<file path="config.mk">
export PLATFORM = sky130hd
export DESIGN_NAME = moving_average_peak_index_top
export DESIGN_NICKNAME = d
export VERILOG_FILES = /design/src/rtl/mapi_pkg.sv /design/src/rtl/mapi_ram.sv /design/src/rtl/mapi_front.sv /design/src/rtl/mapi_back.sv /design/src/rtl/moving_average_peak_index_top.sv
export SDC_FILE = /design/constraint.sdc
export NUM_CORES = 2
export LEC_CHECK = 0
export BUFFER_PORTS_ARGS = -buffer_cell sky130_fd_sc_hd__buf_2
export CELL_PAD_IN_SITES_DETAIL_PLACEMENT = 0
export CELL_PAD_IN_SITES_GLOBAL_PLACEMENT = 1
export CORE_ASPECT_RATIO = 0.75
export CORE_MARGIN = 10
export CORE_UTILIZATION = 35
export CTS_BUF_LIST = sky130_fd_sc_hd__clkbuf_8
export CTS_CLUSTER_DIAMETER = 100
export DETAILED_ROUTE_END_ITERATION = 7
export GPL_TIMING_DRIVEN = 0
export PLACE_DENSITY = 0.67
export SYNTH_ARGS = -nofsm -noshare
export SYNTH_HDL_FRONTEND = slang
export SYNTH_SLANG_ARGS = --single-unit
</file>
<file path="constraint.sdc">
create_clock -name clk -period 14.65 [get_ports clk]
set_clock_uncertainty 0.05 [all_clocks]
set_input_delay 2.1975 -clock clk [delete_from_list [all_inputs] [get_ports clk]]
set_output_delay 2.1975 -clock clk [all_outputs]
set_load 0.03 [all_outputs]
</file>
<file path="src/rtl/mapi_pkg.sv">
// Shared types and constants for the moving-average peak-index block.
// Used by every module under rtl/ but mapi_ram; depends on nothing.
package mapi_pkg;

  // Series and window limits
  localparam int MAX_LEN     = 4096;
  localparam int WINDOW_MAX  = 64;

  // Field and state widths
  localparam int SAMPLE_W    = 16;
  localparam int POS_W       = 13;
  localparam int WSIZE_W     = 7;
  localparam int CNT_W       = 7;
  localparam int SUM_W       = 23;
  localparam int PROD_W      = SUM_W + CNT_W + 1;
  localparam int HIST_AW     = $clog2(WINDOW_MAX);
  localparam int HIST_W      = SAMPLE_W + 1;

  // Floor of the mean comparison: -1.0 over a count of one
  localparam int FLOOR_SUM   = -10000;

  // Queue between front and back
  localparam int QUEUE_DEPTH = 4;
  localparam int QPTR_W      = $clog2(QUEUE_DEPTH);
  localparam int QCNT_W      = $clog2(QUEUE_DEPTH + 1);

  // Configuration port
  localparam int CFG_IDX_W   = 3;
  localparam int CFG_DATA_W  = 16;

  localparam logic [CFG_IDX_W-1:0] CFG_WIN_LEN   = 3'd0;
  localparam logic [CFG_IDX_W-1:0] CFG_CTR_FIRST = 3'd1;
  localparam logic [CFG_IDX_W-1:0] CFG_END_POS   = 3'd2;
  localparam logic [CFG_IDX_W-1:0] CFG_LO_LIMIT  = 3'd3;
  localparam logic [CFG_IDX_W-1:0] CFG_HI_LIMIT  = 3'd4;

  typedef struct packed {
    logic        [WSIZE_W-1:0]  win_len;
    logic        [POS_W-1:0]    ctr_first;
    logic        [POS_W-1:0]    end_pos;
    logic signed [SAMPLE_W-1:0] lo_limit;
    logic signed [SAMPLE_W-1:0] hi_limit;
  } cfg_t;

  // One classified sample on its way to the back end
  typedef struct packed {
    logic signed [SAMPLE_W-1:0] sample;
    logic                       ok;
    logic                       last;
  } q_item_t;

  typedef enum logic [2:0] {
    B_IDLE,
    B_UPD,
    B_MUL,
    B_CMP,
    B_FIN,
    B_DCHK,
    B_DUPD,
    B_OUT
  } back_state_t;

endpackage

</file>
<file path="src/rtl/mapi_ram.sv">
// Generic single-write, single-read RAM with registered read data.
// No package dependency.
module mapi_ram #(
  parameter int WIDTH = 17,
  parameter int DEPTH = 64
) (
  input  logic                     clk,
  input  logic                     we,
  input  logic [$clog2(DEPTH)-1:0] waddr,
  input  logic [WIDTH-1:0]         wdata,
  input  logic                     re,
  input  logic [$clog2(DEPTH)-1:0] raddr,
  output logic [WIDTH-1:0]         rdata
);

  logic [WIDTH-1:0] mem [DEPTH];

  always_ff @(posedge clk) begin
    if (we) begin
      mem[waddr] <= wdata;
    end
    if (re) begin
      rdata <= mem[raddr];
    end
  end

endmodule

</file>
<file path="src/rtl/mapi_front.sv">
// Front end: accepts samples, flags in-range ones, holds them in a short queue.
// Depends on mapi_pkg.
module mapi_front
  import mapi_pkg::*;
(
  input  logic                       clk,
  input  logic                       rst_n,
  input  cfg_t                       cfg,
  input  logic                       in_valid,
  output logic                       in_ready,
  input  logic signed [SAMPLE_W-1:0] in_sample,
  input  logic                       in_last,
  output logic                       q_valid,
  output q_item_t                    q_item,
  input  logic                       q_pop
);

  q_item_t             mem_r [QUEUE_DEPTH];
  logic [QPTR_W-1:0]   wr_ptr_r, wr_ptr_nxt;
  logic [QPTR_W-1:0]   rd_ptr_r, rd_ptr_nxt;
  logic [QCNT_W-1:0]   count_r, count_nxt;
  logic                push;
  q_item_t             push_item;

  assign in_ready = (count_r != QCNT_W'(QUEUE_DEPTH));
  assign q_valid  = (count_r != '0);
  assign q_item   = mem_r[rd_ptr_r];
  assign push     = in_valid && in_ready;

  always_comb begin
    push_item.sample = in_sample;
    push_item.ok     = ($signed(in_sample) >= $signed(cfg.lo_limit)) &&
                       ($signed(in_sample) <= $signed(cfg.hi_limit));
    push_item.last   = in_last;
  end

  always_comb begin
    wr_ptr_nxt = push  ? wr_ptr_r + 1'b1 : wr_ptr_r;
    rd_ptr_nxt = q_pop ? rd_ptr_r + 1'b1 : rd_ptr_r;
    case ({push, q_pop})
      2'b10:   count_nxt = count_r + 1'b1;
      2'b01:   count_nxt = count_r - 1'b1;
      default: count_nxt = count_r;
    endcase
  end

  always_ff @(posedge clk) begin
    if (!rst_n) begin
      wr_ptr_r <= '0;
      rd_ptr_r <= '0;
      count_r  <= '0;
    end else begin
      wr_ptr_r <= wr_ptr_nxt;
      rd_ptr_r <= rd_ptr_nxt;
      count_r  <= count_nxt;
    end
  end

  always_ff @(posedge clk) begin
    if (push) begin
      mem_r[wr_ptr_r] <= push_item;
    end
  end

  a_pop_nonempty: assert property (@(posedge clk) disable iff (!rst_n)
    q_pop |-> q_valid)
    else $error("queue popped while empty");

  a_count_bound: assert property (@(posedge clk) disable iff (!rst_n)
    count_r <= QCNT_W'(QUEUE_DEPTH))
    else $error("queue count beyond depth");

endmodule

</file>
<file path="src/rtl/mapi_back.sv">
// Back end: window sum/count over the history RAM, exact ratio compare, drain.
// Depends on mapi_pkg and mapi_ram.
module mapi_back
  import mapi_pkg::*;
(
  input  logic                     clk,
  input  logic                     rst_n,
  input  cfg_t                     cfg,
  input  logic                     q_valid,
  input  q_item_t                  q_item,
  output logic                     q_pop,
  output logic                     out_valid,
  input  logic                     out_ready,
  output logic signed [POS_W-1:0]  out_peak_index
);

  back_state_t                 state_r, state_nxt;
  logic        [POS_W-1:0]     pos_r, pos_nxt;
  logic        [POS_W-1:0]     iter_r, iter_nxt;
  logic        [POS_W-1:0]     mid_r, mid_nxt;
  logic signed [SUM_W-1:0]     sum_r, sum_nxt;
  logic        [CNT_W-1:0]     cnt_r, cnt_nxt;
  logic signed [POS_W-1:0]     best_idx_r, best_idx_nxt;
  logic signed [SUM_W-1:0]     best_sum_r, best_sum_nxt;
  logic        [CNT_W-1:0]     best_cnt_r, best_cnt_nxt;
  logic signed [SUM_W-1:0]     n_r, n_nxt;
  logic        [CNT_W-1:0]     d_r, d_nxt;
  logic signed [PROD_W-1:0]    prod_a_r, prod_a_nxt;
  logic signed [PROD_W-1:0]    prod_b_r, prod_b_nxt;
  logic                        en_r, en_nxt;
  logic                        drain_r, drain_nxt;
  logic                        last_r, last_nxt;
  logic                        ok_r, ok_nxt;
  logic signed [SAMPLE_W-1:0]  samp_r, samp_nxt;
  logic signed [POS_W-1:0]     peak_r, peak_nxt;

  logic                        ram_we, ram_re;
  logic        [HIST_AW-1:0]   ram_waddr, ram_raddr;
  logic        [HIST_W-1:0]    ram_wdata, ram_rdata;

  logic        [WSIZE_W-1:0]   w;
  logic        [POS_W-1:0]     w_ext;
  logic        [POS_W-1:0]     right;
  logic                        active;
  logic                        room;
  logic        [POS_W-1:0]     cur_pos;
  logic                        drop;
  logic signed [SUM_W-1:0]     old_ext, new_ext;
  logic signed [SUM_W-1:0]     sum_drop;
  logic        [CNT_W-1:0]     cnt_drop;
  logic        [POS_W-1:0]     drain_end;

  mapi_ram #(
    .WIDTH (HIST_W),
    .DEPTH (WINDOW_MAX)
  ) u_hist (
    .clk   (clk),
    .we    (ram_we),
    .waddr (ram_waddr),
    .wdata (ram_wdata),
    .re    (ram_re),
    .raddr (ram_raddr),
    .rdata (ram_rdata)
  );

  assign w         = cfg.win_len;
  assign w_ext     = POS_W'(w);
  assign right     = POS_W'(w >> 1);
  assign active    = (w != '0) && (w <= WSIZE_W'(WINDOW_MAX));
  assign room      = (pos_r < POS_W'(MAX_LEN));
  assign cur_pos   = (state_r == B_DUPD) ? iter_r : pos_r;
  assign drop      = (cur_pos >= w_ext) && ram_rdata[SAMPLE_W];
  assign old_ext   = {{(SUM_W-SAMPLE_W){ram_rdata[SAMPLE_W-1]}}, ram_rdata[SAMPLE_W-1:0]};
  assign new_ext   = {{(SUM_W-SAMPLE_W){samp_r[SAMPLE_W-1]}}, samp_r};
  assign sum_drop  = drop ? sum_r - old_ext : sum_r;
  assign cnt_drop  = (drop && cnt_r != '0) ? cnt_r - 1'b1 : cnt_r;
  assign drain_end = pos_r + right;

  assign out_valid      = (state_r == B_OUT);
  assign out_peak_index = peak_r;

  always_comb begin
    state_nxt    = state_r;
    pos_nxt      = pos_r;
    iter_nxt     = iter_r;
    mid_nxt      = mid_r;
    sum_nxt      = sum_r;
    cnt_nxt      = cnt_r;
    best_idx_nxt = best_idx_r;
    best_sum_nxt = best_sum_r;
    best_cnt_nxt = best_cnt_r;
    n_nxt        = n_r;
    d_nxt        = d_r;
    prod_a_nxt   = prod_a_r;
    prod_b_nxt   = prod_b_r;
    en_nxt       = en_r;
    drain_nxt    = drain_r;
    last_nxt     = last_r;
    ok_nxt       = ok_r;
    samp_nxt     = samp_r;
    peak_nxt     = peak_r;
    q_pop        = 1'b0;
    ram_re       = 1'b0;
    ram_raddr    = '0;
    ram_we       = 1'b0;
    ram_waddr    = pos_r[HIST_AW-1:0];
    ram_wdata    = {ok_r, samp_r};

    case (state_r)
      B_IDLE: begin
        if (q_valid) begin
          q_pop    = 1'b1;
          samp_nxt = q_item.sample;
          ok_nxt   = q_item.ok;
          last_nxt = q_item.last;
          if (room && active) begin
            // fetch the sample leaving the window
            ram_re    = 1'b1;
            ram_raddr = HIST_AW'(pos_r - w_ext);
            state_nxt = B_UPD;
          end else begin
            if (room) begin
              pos_nxt = pos_r + 1'b1;
            end
            state_nxt = q_item.last ? B_FIN : B_IDLE;
          end
        end
      end

      B_UPD: begin
        ram_we  = 1'b1;
        sum_nxt = ok_r ? sum_drop + new_ext : sum_drop;
        cnt_nxt = cnt_drop + CNT_W'(ok_r);
        pos_nxt = pos_r + 1'b1;
        mid_nxt = pos_r - right;
        if (pos_r >= right) begin
          state_nxt = B_MUL;
        end else begin
          state_nxt = last_r ? B_FIN : B_IDLE;
        end
      end

      B_MUL: begin
        n_nxt      = (cnt_r != '0) ? sum_r : '0;
        d_nxt      = (cnt_r != '0) ? cnt_r : CNT_W'(1);
        prod_a_nxt = PROD_W'(n_nxt) * $signed(PROD_W'({1'b0, best_cnt_r}));
        prod_b_nxt = PROD_W'(best_sum_r) * $signed(PROD_W'({1'b0, d_nxt}));
        en_nxt     = (mid_r >= cfg.ctr_first) && (mid_r < cfg.end_pos);
        state_nxt  = B_CMP;
      end

      B_CMP: begin
        if (en_r && (prod_a_r > prod_b_r)) begin
          best_sum_nxt = n_r;
          best_cnt_nxt = d_r;
          best_idx_nxt = mid_r;
        end
        if (drain_r) begin
          iter_nxt  = iter_r + 1'b1;
          state_nxt = B_DCHK;
        end else begin
          state_nxt = last_r ? B_FIN : B_IDLE;
        end
      end

      B_FIN: begin
        if (active && (w_ext <= pos_r)) begin
          iter_nxt  = pos_r;
          drain_nxt = 1'b1;
          state_nxt = B_DCHK;
        end else begin
          peak_nxt  = '0;
          state_nxt = B_OUT;
        end
      end

      B_DCHK: begin
        if (iter_r < drain_end) begin
          ram_re    = 1'b1;
          ram_raddr = HIST_AW'(iter_r - w_ext);
          state_nxt = B_DUPD;
        end else begin
          peak_nxt  = best_idx_r;
          state_nxt = B_OUT;
        end
      end

      B_DUPD: begin
        sum_nxt   = sum_drop;
        cnt_nxt   = cnt_drop;
        mid_nxt   = iter_r - right;
        state_nxt = B_MUL;
      end

      B_OUT: begin
        // restart the series state once the result is taken
        if (out_ready) begin
          pos_nxt      = '0;
          sum_nxt      = '0;
          cnt_nxt      = '0;
          best_idx_nxt = '1;
          best_sum_nxt = SUM_W'(FLOOR_SUM);
          best_cnt_nxt = CNT_W'(1);
          drain_nxt    = 1'b0;
          state_nxt    = B_IDLE;
        end
      end

      default: begin
        state_nxt = B_IDLE;
      end
    endcase
  end

  always_ff @(posedge clk) begin
    if (!rst_n) begin
      state_r    <= B_IDLE;
      pos_r      <= '0;
      sum_r      <= '0;
      cnt_r      <= '0;
      best_idx_r <= '1;
      best_sum_r <= SUM_W'(FLOOR_SUM);
      best_cnt_r <= CNT_W'(1);
      drain_r    <= 1'b0;
    end else begin
      state_r    <= state_nxt;
      pos_r      <= pos_nxt;
      sum_r      <= sum_nxt;
      cnt_r      <= cnt_nxt;
      best_idx_r <= best_idx_nxt;
      best_sum_r <= best_sum_nxt;
      best_cnt_r <= best_cnt_nxt;
      drain_r    <= drain_nxt;
    end
  end

  always_ff @(posedge clk) begin
    iter_r   <= iter_nxt;
    mid_r    <= mid_nxt;
    n_r      <= n_nxt;
    d_r      <= d_nxt;
    prod_a_r <= prod_a_nxt;
    prod_b_r <= prod_b_nxt;
    en_r     <= en_nxt;
    last_r   <= last_nxt;
    ok_r     <= ok_nxt;
    samp_r   <= samp_nxt;
    peak_r   <= peak_nxt;
  end

  a_clear_after_out: assert property (@(posedge clk) disable iff (!rst_n)
    (state_r == B_OUT && out_ready) |=> (pos_r == '0 && cnt_r == '0 && !drain_r))
    else $error("series state not cleared after result");

  a_write_in_update: assert property (@(posedge clk) disable iff (!rst_n)
    ram_we |-> (state_r == B_UPD && $past(state_r) == B_IDLE))
    else $error("history written outside sample update");

endmodule

</file>
<file path="src/rtl/moving_average_peak_index_top.sv">
// Top level of the centered moving-average peak-index block.
// Holds the configuration registers; depends on mapi_pkg, mapi_front, mapi_back.
//
//  channel  direction  handshake           payload
//  in_      input      in_valid/in_ready   in_sample[15:0] signed, in_last
//  out_     output     out_valid/out_ready out_peak_index[12:0] signed
//  cfg_     input      cfg_we              cfg_index[2:0], cfg_wdata[15:0]
//
// In the back end a sample passes only B_IDLE when the window is inactive or the
// series is full, also B_UPD otherwise, and B_MUL and B_CMP when its window center
// is judged (registered history RAM read, then multiply and compare stages). The
// drain after a last sample runs B_FIN, and B_DCHK, B_DUPD, B_MUL, B_CMP per center.
// A 4-deep queue takes samples until full while the back end works or a result waits.
// Reset is synchronous, active low; the history RAM holds no reset state.
module moving_average_peak_index_top
  import mapi_pkg::*;
(
  input  logic                        clk,
  input  logic                        rst_n,
  input  logic                        in_valid,
  output logic                        in_ready,
  input  logic signed [SAMPLE_W-1:0]  in_sample,
  input  logic                        in_last,
  output logic                        out_valid,
  input  logic                        out_ready,
  output logic signed [POS_W-1:0]     out_peak_index,
  input  logic                        cfg_we,
  input  logic [CFG_IDX_W-1:0]        cfg_index,
  input  logic [CFG_DATA_W-1:0]       cfg_wdata
);

  cfg_t    cfg_r, cfg_nxt;
  logic    q_valid;
  logic    q_pop;
  q_item_t q_item;

  always_comb begin
    cfg_nxt = cfg_r;
    if (cfg_we) begin
      case (cfg_index)
        CFG_WIN_LEN:   cfg_nxt.win_len   = cfg_wdata[WSIZE_W-1:0];
        CFG_CTR_FIRST: cfg_nxt.ctr_first = cfg_wdata[POS_W-1:0];
        CFG_END_POS:   cfg_nxt.end_pos   = cfg_wdata[POS_W-1:0];
        CFG_LO_LIMIT:  cfg_nxt.lo_limit  = $signed(cfg_wdata[SAMPLE_W-1:0]);
        CFG_HI_LIMIT:  cfg_nxt.hi_limit  = $signed(cfg_wdata[SAMPLE_W-1:0]);
        default:       cfg_nxt = cfg_r;
      endcase
    end
  end

  always_ff @(posedge clk) begin
    if (!rst_n) begin
      cfg_r.win_len   <= WSIZE_W'(3);
      cfg_r.ctr_first <= '0;
      cfg_r.end_pos   <= POS_W'(MAX_LEN);
      cfg_r.lo_limit  <= {1'b1, {(SAMPLE_W-1){1'b0}}};
      cfg_r.hi_limit  <= {1'b0, {(SAMPLE_W-1){1'b1}}};
    end else begin
      cfg_r <= cfg_nxt;
    end
  end

  mapi_front u_front (
    .clk       (clk),
    .rst_n     (rst_n),
    .cfg       (cfg_r),
    .in_valid  (in_valid),
    .in_ready  (in_ready),
    .in_sample (in_sample),
    .in_last   (in_last),
    .q_valid   (q_valid),
    .q_item    (q_item),
    .q_pop     (q_pop)
  );

  mapi_back u_back (
    .clk            (clk),
    .rst_n          (rst_n),
    .cfg            (cfg_r),
    .q_valid        (q_valid),
    .q_item         (q_item),
    .q_pop          (q_pop),
    .out_valid      (out_valid),
    .out_ready      (out_ready),
    .out_peak_index (out_peak_index)
  );

endmodule

</file>
==> impl_metrics.csv <==
group,metric,value,unit
status,status,"finished clean",
grt,grt_max_degree,73,
detailed_routing,wl,255000,um
grt,use_met1,0.323,
cts,cts_root_buf,"clkbuf_8",
grt,first_global_vias,53400,
synth,synth_area,76200,um2
critical_path,crit_type,"register to register",
cts,cts_resized,0,
finish,final_area,87500,um2
floorplanning,start_util,0.351,
grt,gr-usage-met2,0.282,
placement,hpwl,189000,um
timing,fin_crit,9200,ps
timing,worstMarginPinSlew,1430,ps
placement,gp_congestion,0.950,
critical_path,worstPathMaxFanout,10,
pwr,peakVddDrop,0.0000971,V
cts,cts_buffers,239,
finish,ff_latch_area,43100,um2
placement,port_buffers,54,
detailed_routing,firstDrtPassIters,7,
timing,drv_slew,0,
cts,clock_path_buffers,4,
timing,timing.fmax,109,MHz
timing,setup-violations-final,0,
grt,grt_pass1_wl,370000,um
synth,ys.flop_type,"edfxtp_1",
timing,fin_crit_sh,0.628,
finish,utilization,0.403,
synth,synth_seq_cells,1491,
placement,place_area,82900,um2
timing,rsz0062_at_grt,"no",
critical_path,rr_worst_depth,23,
synth,avgSynthCellArea,11.3,um2
cts,cts.sinks,1491,
critical_path,critPathCaptureType,"register",
finish,syn_to_final_growth,14.7,%
cts,clock_latency,990,ps
synth,synth-edff-count,1327,
cts,clkTransAtPathRegs,60,ps
synth,async_reset_ff_frac,0,
synth,synth.distinct_cells,77,
detailed_routing,routedWlPerCell,24.8,um
floorplanning,coreArea,217000,um2
finish,finalNonFillerCells,10300,
finish,multiInputGateArea,29800,um2
critical_path,start_kind,"register",
floorplanning,ios,56,
detailed_routing,routed-via-count,55800,
finish,num-fill-cells,20600,
cts,cts_tree,"yes",
synth,synth_cells,6722,
timing,hold_slack,406,ps
critical_path,cp.arrival,9950,ps
floorplanning,die-area,237000,um2
grt,grt_overflow,0,
grt,antenna_found_initial,14,
finish,nets,7757,
finish,mostFrequentLayoutCell,"edfxtp_1",
timing,slew_headroom,0.0370,
run,cap_violations,0,
detailed_routing,ant_nets,0,
timing,tns,0,ps
grt,busiest_layer,"met1",
floorplanning,die_w,559,um
synth,syn-num-nets,7338,
critical_path,required,15400,ps
finish,layout_common_cells,"1327 x edfxtp_1, 1147 x nand2_1, 582 x inv_1",
cts,hold_buffers,0,
placement,placed_cells,9825,
synth,yosysWarnings,0,
cts,htreeDepth,4,
synth,seq_area_frac_synth,0.566,
floorplanning,rows,148,
floorplanning,chipHeight,424,um
detailed_routing,drtIter0Drc,6901,
grt,grt_util_met3,0.0524,
timing,hold_violations,0,
grt,grt_usage,0.208,
detailed_routing,vias_per_cell,5.44,
finish,drive_gt1_frac,0.0943,
hold_path,hold_depth,2,
detailed_routing,drc,0,
pwr,p_per_area,188,nW/um2
pwr,p_leak,0.0341,uW
hold_path,hold_path.class,"register to register",
cts,post-cts-setup-buffers,0,
[cells in the mapped netlist (all sizes together) (164+ instances only)]
master / count / area [um2]
inv: 508 / 1910
clkbuf: 244 / 916
a21oi: 310 / 1550
nand3: 280 / 1400
nand2: 1148 / 4320
fa: 250 / 5000
ha: 325 / 4070
edfxtp: 1327 / 39800
dfxtp: 164 / 3280
and2: 173 / 1080
o21ai: 190 / 951
and3: 327 / 2050
nor2: 281 / 1050
[power breakdown]
part           internal (uW)  leakage (uW)  switching, uW  total (uW)
Clock                   1780       0.00259           1730        3510
Combinational           2170        0.0182           5040        7220
Sequential              5420        0.0133            319        5740
[path summary, 6_finish.rpt]
kind | from | to | slack, ps
max | cfg_r[60] | u_back.u_hist.rdata[7] | 5450
min reg2reg | cfg_r[21] | cfg_r[21] | 410
max reg2reg | cfg_r[60] | u_back.u_hist.rdata[7] | 5450
min | cfg_r[21] | cfg_r[21] | 410
[cell type report]
cell class,instances,area share
antenna,3,0.0000858
buffer,364,0.0180
clock buffer,245,0.0386
clock inverter,182,0.0131
inverter,511,0.0219
multi-input combinational,4356,0.341
sequential,1491,0.493
tap,2925,0.0418
timing repair buffer,178,0.0322
[flip-flops by register name, summed over array words and instances (netlist names), 13 cells and up, named ones only]
signal and cells:
cfg_r 65, u_back.best_idx_r 13, u_back.best_sum_r 23, u_back.iter_r 13, u_back.mid_r 13, u_back.n_r 23, u_back.out_peak_index 13, u_back.pos_r 13
u_back.prod_a_r 31, u_back.prod_b_r 31, u_back.samp_r 16, u_back.sum_r 23, u_back.u_hist.mem 1088, u_back.u_hist.rdata 17, u_front.mem_r 72
[worst max-delay path, stage by stage, from the launching register on]
cell      delay (ps)
dfxtp_1          520
inv_1            280
ha_1             380
inv_1             60
a21oi_1          120
nor2_1            50
nor2_1           170
o21bai_1          90
a21oi_1          230
o21bai_1         110
nand2_1           90
xor2_1           160
ha_1             260
and3_1           220
a22o_1           240
o31ai_1          930
nand3_1          200
nor3b_1          990
nor2_1           540
nand3_1          660
clkbuf_1         750
a21oi_1          230
nor4_1          1220
and4_1           460
[cells by family (layout without fill, tap and decap cells)]
kind of cell	count (synthesis)	count (layout)	share of synthesized area
AND/OR/NAND/NOR	2460	2460	0.150
flip-flops	1491	1491	0.566
AO/OA/AOI/OAI	1128	1128	0.0933
buffers and inverters	875	1480	0.0458
adder cells (fa/ha/maj)	575	575	0.119
XOR/XNOR	161	161	0.0185
multiplexers	32	32	0.00722
other	0	3	0
[layer usage]
| layer | part of all wire | vias to the layer above |
|---|---|---|
| met3 | 0.11 | 418 |
| met2 | 0.39 | 2816 |
| met1 | 0.46 | 27800 |
| met4 | 0.030 | 4 |
| met5 | 0.000067 | - |
| li1 | - | 24700 |
[per-stage QoR]
stage	setup WS, ps	total power, uW
detailed placement	5980	12800
global route	5330	17100
floorplan	8020	9420
CTS	5930	16300
global placement	5430	12300
finish	5450	16500
No activity file was read; power rests on OpenSTA's default activity.
